<file path="src/rtl/stb_pkg.sv">
`timescale 1ns / 1ps
// ----------------------------------------------------------------------------
// stb_pkg
// Shared types and constants for the software timer bank: command codes,
// the timer record that travels along the cell chain, and field widths.
// ----------------------------------------------------------------------------
package stb_pkg;

   localparam int TIMER_COUNT_DEF = 8;

   localparam int CMD_W    = 3;
   localparam int ID_W     = 8;
   localparam int PERIOD_W = 32;
   localparam int RUN_W    = 31;
   localparam int DIV_W    = 4;

   localparam int REQ_DATA_W = 48;  // 43 bits of fields, padded to bytes
   localparam int RSP_DATA_W = 64;

   localparam logic [CMD_W-1:0] CMD_TICK      = 3'd0;
   localparam logic [CMD_W-1:0] CMD_START_ONE = 3'd1;
   localparam logic [CMD_W-1:0] CMD_START_PER = 3'd2;
   localparam logic [CMD_W-1:0] CMD_STOP      = 3'd3;
   localparam logic [CMD_W-1:0] CMD_CHECK     = 3'd4;

   // running counters return to zero on the tick after reaching this value
   localparam logic [RUN_W-1:0] RUN_LAST   = 31'h7FFF_FFFE;
   localparam logic [DIV_W-1:0] DIV_LAST   = 4'd9;

   typedef struct packed {
      logic [PERIOD_W-1:0] count;
      logic [PERIOD_W-1:0] reload;
      logic                flag;
      logic                periodic;
   } timer_rec_type;

endpackage

</file>
<file path="src/rtl/stb_cell.sv">
`timescale 1ns / 1ps
// ----------------------------------------------------------------------------
// stb_cell
// One timer record in the rotating chain. Takes its neighbor's record when
// the chain advances and holds otherwise.
// ----------------------------------------------------------------------------
module stb_cell (
   input  logic                  clock,
   input  logic                  reset,
   input  logic                  shift,
   input  stb_pkg::timer_rec_type rec_next,
   output stb_pkg::timer_rec_type rec
);
   import stb_pkg::*;

   timer_rec_type rec_ff;
   timer_rec_type rec_in;

   always_comb begin
      rec_in = rec_ff;
      if (shift) begin
         rec_in = rec_next;
      end
   end

   always_ff @(posedge clock) begin
      if (reset) begin
         rec_ff <= '0;
      end else begin
         rec_ff <= rec_in;
      end
   end

   assign rec = rec_ff;

endmodule

</file>
<file path="src/rtl/stb_update.sv">
`timescale 1ns / 1ps
// ----------------------------------------------------------------------------
// stb_update
// Head-of-chain update: applies the current request to the record passing
// the head. A tick touches every record; start, stop and check only the one
// whose slot matches the addressed id.
// ----------------------------------------------------------------------------
module stb_update (
   input  logic [stb_pkg::CMD_W-1:0]    cmd,
   input  logic                         hit,
   input  logic [stb_pkg::PERIOD_W-1:0] period,
   input  stb_pkg::timer_rec_type       rec_cur,
   output stb_pkg::timer_rec_type       rec_new,
   output logic                         expired
);
   import stb_pkg::*;

   logic [PERIOD_W-1:0] dec;

   assign dec = rec_cur.count - PERIOD_W'(1);

   always_comb begin
      rec_new = rec_cur;
      expired = 1'b0;
      case (cmd)
         CMD_TICK: begin
            if (rec_cur.count != '0) begin
               rec_new.count = dec;
               if (dec == '0) begin
                  rec_new.flag = 1'b1;
                  if (rec_cur.periodic) begin
                     rec_new.count = rec_cur.reload;
                  end
               end
            end
         end
         CMD_START_ONE, CMD_START_PER: begin
            if (hit) begin
               rec_new.count    = period;
               rec_new.reload   = period;
               rec_new.flag     = 1'b0;
               rec_new.periodic = (cmd == CMD_START_PER);
            end
         end
         CMD_STOP: begin
            if (hit) begin
               rec_new.count    = '0;
               rec_new.flag     = 1'b0;
               rec_new.periodic = 1'b0;
            end
         end
         CMD_CHECK: begin
            if (hit) begin
               expired      = rec_cur.flag;
               rec_new.flag = 1'b0;
            end
         end
         default: begin
            rec_new = rec_cur;
         end
      endcase
   end

endmodule

</file>
<file path="src/rtl/soft_timer_bank.sv">
`timescale 1ns / 1ps
// ----------------------------------------------------------------------------
// soft_timer_bank
// Bank of countdown timers kept as a rotating chain of cells, with running
// 1 ms and 10 ms counters advanced by tick requests.
//
//   channel | dir | fields (low bit up)
//   req_    | in  | command[2:0], timer_id[10:3], period[42:11]
//   rsp_    | out | expired[0], bad_id[1], run_time_ms[32:2], run_time_10ms[63:33]
//
// A tick, or a start, stop or check with a valid id, rotates the records once
// past the update unit at the chain head, then loads the response and takes
// the next request once back in idle. A bad id or an unused command skips
// the rotation and goes straight to the response load. Reset is synchronous;
// a held response only delays the next load.
// ----------------------------------------------------------------------------
module soft_timer_bank #(
   parameter int TIMER_COUNT = stb_pkg::TIMER_COUNT_DEF
) (
   input  logic                           clock,
   input  logic                           reset,
   input  logic                           req_tvalid,
   output logic                           req_tready,
   // command[2:0], timer_id[10:3], period[42:11], zero pad
   input  logic [stb_pkg::REQ_DATA_W-1:0] req_tdata,
   output logic                           rsp_tvalid,
   input  logic                           rsp_tready,
   // expired[0], bad_id[1], run_time_ms[32:2], run_time_10ms[63:33]
   output logic [stb_pkg::RSP_DATA_W-1:0] rsp_tdata
);
   import stb_pkg::*;

   localparam int IDX_W = (TIMER_COUNT > 1) ? $clog2(TIMER_COUNT) : 1;

   typedef enum logic [2:0] {
      ST_IDLE  = 3'b001,
      ST_SWEEP = 3'b010,
      ST_DONE  = 3'b100
   } state_type;

   state_type state_ff, state_in;

   logic [CMD_W-1:0]    cmd_ff, cmd_in;
   logic [ID_W-1:0]     id_ff, id_in;
   logic [PERIOD_W-1:0] period_ff, period_in;
   logic [IDX_W-1:0]    slot_ff, slot_in;
   logic                exp_ff, exp_in;
   logic                bad_ff, bad_in;

   logic [RUN_W-1:0]    ms_ff, ms_in;
   logic [RUN_W-1:0]    ten_ff, ten_in;
   logic [DIV_W-1:0]    div_ff, div_in;

   logic                   rsp_valid_ff, rsp_valid_in;
   logic [RSP_DATA_W-1:0]  rsp_data_ff, rsp_data_in;

   logic [CMD_W-1:0]    req_cmd;
   logic [ID_W-1:0]     req_id;
   logic                req_fire;
   logic                id_ok;
   logic                cmd_addr;
   logic                shift;
   logic                hit;
   logic                head_exp;
   logic                rsp_free;

   timer_rec_type chain [TIMER_COUNT];
   timer_rec_type head_new;

   assign req_cmd  = req_tdata[CMD_W-1:0];
   assign req_id   = req_tdata[CMD_W+ID_W-1:CMD_W];
   assign req_fire = req_tvalid && req_tready;
   assign id_ok    = ({1'b0, req_id} < (ID_W + 1)'(TIMER_COUNT));
   assign cmd_addr = req_cmd inside {CMD_START_ONE, CMD_START_PER, CMD_STOP, CMD_CHECK};
   assign shift    = (state_ff == ST_SWEEP);
   assign hit      = (id_ff[IDX_W-1:0] == slot_ff);
   assign rsp_free = !rsp_valid_ff || rsp_tready;

   assign req_tready = (state_ff == ST_IDLE);

   // cell chain: each cell takes its upper neighbor, the top cell takes the
   // updated head record
   genvar g;
   generate
      for (g = 0; g < TIMER_COUNT; g++) begin : g_cell
         timer_rec_type nxt;
         if (g == TIMER_COUNT - 1) begin : g_top
            assign nxt = head_new;
         end else begin : g_mid
            assign nxt = chain[g+1];
         end
         stb_cell u_cell (
            .clock    (clock),
            .reset    (reset),
            .shift    (shift),
            .rec_next (nxt),
            .rec      (chain[g])
         );
      end
   endgenerate

   stb_update u_update (
      .cmd     (cmd_ff),
      .hit     (hit),
      .period  (period_ff),
      .rec_cur (chain[0]),
      .rec_new (head_new),
      .expired (head_exp)
   );

   always_comb begin
      state_in     = state_ff;
      cmd_in       = cmd_ff;
      id_in        = id_ff;
      period_in    = period_ff;
      slot_in      = slot_ff;
      exp_in       = exp_ff;
      bad_in       = bad_ff;
      ms_in        = ms_ff;
      ten_in       = ten_ff;
      div_in       = div_ff;
      rsp_valid_in = rsp_valid_ff;
      rsp_data_in  = rsp_data_ff;

      if (rsp_valid_ff && rsp_tready) begin
         rsp_valid_in = 1'b0;
      end

      case (state_ff)
         ST_IDLE: begin
            if (req_fire) begin
               cmd_in    = req_cmd;
               id_in     = req_id;
               period_in = req_tdata[CMD_W+ID_W+PERIOD_W-1:CMD_W+ID_W];
               slot_in   = '0;
               exp_in    = 1'b0;
               bad_in    = cmd_addr && !id_ok;
               if (req_cmd == CMD_TICK) begin
                  ms_in = (ms_ff == RUN_LAST) ? '0 : ms_ff + RUN_W'(1);
                  if (div_ff == DIV_LAST) begin
                     div_in = '0;
                     ten_in = (ten_ff == RUN_LAST) ? '0 : ten_ff + RUN_W'(1);
                  end else begin
                     div_in = div_ff + DIV_W'(1);
                  end
               end
               if ((req_cmd == CMD_TICK) || (cmd_addr && id_ok)) begin
                  state_in = ST_SWEEP;
               end else begin
                  state_in = ST_DONE;
               end
            end
         end
         ST_SWEEP: begin
            // gather the check result as the addressed record passes
            exp_in  = exp_ff | head_exp;
            slot_in = slot_ff + IDX_W'(1);
            if (slot_ff == IDX_W'(TIMER_COUNT - 1)) begin
               slot_in  = '0;
               state_in = ST_DONE;
            end
         end
         ST_DONE: begin
            if (rsp_free) begin
               rsp_valid_in = 1'b1;
               rsp_data_in  = {ten_ff, ms_ff, bad_ff, exp_ff};
               state_in     = ST_IDLE;
            end
         end
         default: begin
            state_in = ST_IDLE;
         end
      endcase
   end

   always_ff @(posedge clock) begin
      if (reset) begin
         state_ff     <= ST_IDLE;
         slot_ff      <= '0;
         ms_ff        <= '0;
         ten_ff       <= '0;
         div_ff       <= '0;
         rsp_valid_ff <= 1'b0;
      end else begin
         state_ff     <= state_in;
         slot_ff      <= slot_in;
         ms_ff        <= ms_in;
         ten_ff       <= ten_in;
         div_ff       <= div_in;
         rsp_valid_ff <= rsp_valid_in;
      end
   end

   always_ff @(posedge clock) begin
      cmd_ff      <= cmd_in;
      id_ff       <= id_in;
      period_ff   <= period_in;
      exp_ff      <= exp_in;
      bad_ff      <= bad_in;
      rsp_data_ff <= rsp_data_in;
   end

   assign rsp_tvalid = rsp_valid_ff;
   assign rsp_tdata  = rsp_data_ff;

endmodule
</file>
<file path="config.mk">
export PLATFORM = sky130hd
export DESIGN_NAME = soft_timer_bank
export DESIGN_NICKNAME = d
export VERILOG_FILES = /design/src/rtl/stb_pkg.sv /design/src/rtl/stb_cell.sv /design/src/rtl/stb_update.sv /design/src/rtl/soft_timer_bank.sv
export SDC_FILE = /design/constraint.sdc
export NUM_CORES = 1
export LEC_CHECK = 0
export BUFFER_PORTS_ARGS = -buffer_cell sky130_fd_sc_hd__clkbuf_2
export CORE_AREA = 8 8 240 242
export CTS_BUF_LIST = sky130_fd_sc_hd__clkbuf_8
export DETAILED_ROUTE_END_ITERATION = 8
export DIE_AREA = 0 0 248 250
export PLACE_DENSITY = 0.64
export SETUP_SLACK_MARGIN = 0.05
export SYNTH_ARGS = -nofsm -noshare
export SYNTH_HDL_FRONTEND = slang
export SYNTH_SLANG_ARGS = --single-unit
</file>
<file path="constraint.sdc">
create_clock -name clock -period 3.25 [get_ports clock]
set_input_delay 0.65 -clock clock [delete_from_list [all_inputs] [get_ports clock]]
set_output_delay 0.65 -clock clock [all_outputs]
set_load 0.01 [all_outputs]
</file>
==> results.py <==
metrics = {
    "min_path": {
        "hp-class": "in2reg",
    },
    "power": {
        "p_per_area_nw_per_um2": 578,
        "ir_drop_mv": 0.372,
        "total_leakage_power_uw": 0.0103,
    },
    "clocking": {
        "hold_buffers": 0,
        "htree_levels": 3,
        "root_buffer": "clkbuf_8",
        "cts_made_buffers": 113,
        "clock_sinks": 705,
        "cts_tree": "done",
        "clk_path_buf_depth": 3,
        "clock_latency_ps": 720,
        "clkTransAtPathRegs_ps": 60,
    },
    "synth": {
        "ys.flop_type": "dfxtp_1",
        "synth.distinct_cells": 68,
        "syn_area_sq_um": 26500,
        "yosysWarnings": 0,
        "synth_nets": 3200,
        "ys_seq_area_frac": 0.572,
        "synth_seq_cells": 705,
        "syn_inst": 3139,
        "synth_edf_count": 104,
        "async_flop_share": 0,
        "synth.avg_cell_area_sq_um": 8.44,
    },
    "setup_path": {
        "worstSetupPathType": "reg2reg",
        "worst-r2r-cell-count": 9,
        "crit_required_ps": 3880,
        "crit_start": "g_cell[0].u_cell.rec[43]",
        "reg2reg_to": "g_cell[7].u_cell.rec[57]",
        "regToRegSetupSlack_ps": 300,
        "end_kind": "register",
        "cp-start-kind": "register",
        "setup.worst_path.end": "g_cell[7].u_cell.rec[57]",
        "crit_arrival_ps": 3590,
        "reg2reg_from": "g_cell[0].u_cell.rec[43]",
        "cp_max_fo": 19,
    },
    "detailed_routing": {
        "finalWirelength_mm": 61.3,
        "drt_iter0_markers": 1639,
        "antenna_left": 0,
        "via_count": 21300,
        "drt-pass1-iter-count": 7,
        "drc": 0,
        "viasPerCell": 5.33,
        "wl_per_cell_um": 15.3,
    },
    "die": {
        "core_sq_um": 53500,
        "die_w_um": 248,
        "die-area_sq_um": 62000,
        "dieHeight_um": 250,
        "ioPinCount": 118,
        "initial_utilization": 0.495,
        "fp-row-count": 85,
    },
    "global_routing": {
        "use_met1": 0.260,
        "gr-total-overflow": 0,
        "grt_start_max_net_pins": 214,
        "grt_pass1_vias": 19800,
        "grt_pass1_wl_mm": 100,
        "track_usage": 0.192,
        "use_met2": 0.304,
        "use_met3": 0.0408,
        "antenna_found_initial": 2,
        "gr-max-usage-layer": "met2",
    },
    "finish": {
        "seq_area_sq_um": 15200,
        "area_growth_pct": 14.0,
        "fillers": 4838,
        "drive_above_1_share": 0.114,
        "nNetsFinal": 3272,
        "multi_input_area_sq_um": 10500,
    },
    "timing": {
        "tns_ps": 0,
        "timing.final.ws_setup_ps": 296,
        "setup_viol": 0,
        "rsz0062_at_grt": "no",
        "finalCritPeriodShare": 0.909,
        "worst_pin_slew_ps": 949,
        "max_clock_freq_mhz": 339,
        "final_hold_viol_count": 0,
        "skew_ps": 22.5,
        "fin_crit_ps": 2950,
        "slew_viol_final": 0,
        "max-slew-margin-rel": 0.367,
    },
    "run": {
        "drv_cap": 0,
    },
    "placed_design": {
        "place.gp.congestion": 0.863,
        "portBuffers": 112,
        "place_ws_ps": 148,
        "dp_hpwl_mm": 38.3,
    },
    "outcome": {
        "status": "finished, final reports clean",
    },
}
critical path, cell delays in order, from the launching register on:
cell	delay (ps)
dfxtp_1	410
or3_1	470
or3_1	420
nor3_1	310
xnor2_1	190
nand4_2	180
nor3_4	220
buf_4	310
a222oi_1	160
a31oi_1	200
layout make-up:
cell class | count | area share
clock buffer | 141 | 0.0642
tap | 696 | 0.0288
timing repair buffer | 186 | 0.0422
clock inverter | 67 | 0.0150
sequential | 705 | 0.501
antenna | 2 | 0.000166
inverter | 14 | 0.00174
multi-input combinational | 2191 | 0.346
state kept, by name, indices dropped and copies added, names as in the netlist, 4 cells and up:
name               flops
ms_ff                 31
g_cell.u_cell.rec    528
period_ff             32
ten_ff                31
div_ff                 4
rsp_tdata             64
per-stage QoR:
step                instances  utilization  area, sq um  hold WS (ps)  power, uW
global route             4000        0.565        30200          58.8      18100
global placement         3790        0.519        27800           403       9810
CTS                      3998        0.564        30200          35.4      17700
finish                   4002        0.565        30200           105      17500
floorplan                3139            -        26500           400       9560
detailed placement       3790        0.519        27800           406       9820
routing by layer:
| layer | wire (um) | part of all wire |
|---|---|---|
| met1 | 28300 | 0.46 |
| met5 | 23 | 0.00038 |
| met3 | 3620 | 0.059 |
| met4 | 1420 | 0.023 |
| met2 | 27900 | 0.46 |
synthesized netlist by cell type, types with 13 or more instances:
library cell,number,share of area
and3_1,19,0.0045
xnor2_1,26,0.0086
o21ai_0,60,0.011
dfxtp_1,601,0.45
a311oi_1,32,0.011
nand3_1,41,0.0077
nor3_1,40,0.0076
a21oi_1,522,0.099
nand4_1,17,0.0040
nor2_1,133,0.019
nand2_1,1070,0.15
clkbuf_1,220,0.031
xor2_1,47,0.016
o211ai_1,14,0.0040
nor4_1,14,0.0033
inv_1,13,0.0018
or3_1,28,0.0066
edfxtp_1,104,0.12
layout by cell type (no fill, tap or decap), drive strengths merged, types with 3 or more instances in the layout:
cell      instances
a211oi            6
o21ai            67
a31o              3
and4              7
inv              54
nor4             16
dfxtp           601
a221oi            5
a31oi            12
nand2          1070
nor2b             5
xnor2            26
a21o              3
a21oi           522
o22ai             3
or4               4
nor3b             6
nand4            18
o31ai             3
clkinv           18
a311oi           32
nand2b            7
edfxtp          104
and2              5
or3              28
xor2             47
clkinvlp          3
nor2            134
clkbuf          252
o211ai           14
nor3             41
nand3            42
ha                9
o2111ai           7
and3             19
bufinv            6
buf              75
worst min path at each step:
stage / startpoint / end / slack (ps) / depth (start not counted)
2_1_floorplan: bad_ff / rsp_tdata[1] / 400 / 0
3_3_place_gp: bad_ff / rsp_tdata[1] / 400 / 0
3_5_place_dp: bad_ff / rsp_tdata[1] / 410 / 0
4_1_cts: req_tdata[27] / period_ff[16] / 40 / 1
5_1_grt: req_tdata[27] / period_ff[16] / 60 / 1
6_report: req_tdata[26] / period_ff[15] / 100 / 1
timing repair:
action / 4_1_cts / 5_1_grt
gates resized for setup: 0 / 4
endpoints found under the setup margin: 0 / 23
setup buffers: 0 / 2
power breakdown:
part / internal, uW / switching, uW
logic: 156 / 427
registers: 8990 / 58.3
clock network: 4380 / 3450
total: 13500 / 3940
cells by family after synthesis:
family | count (synthesis) | synth area share
compound gates | 692 | 0.143
xor+xnor | 73 | 0.0241
fa+ha+maj | 10 | 0.00463
buf+inv | 243 | 0.0351
flops | 705 | 0.572
mux | 4 | 0.00161
simple gates | 1412 | 0.219
No activity file was read; power rests on OpenSTA's default activity.
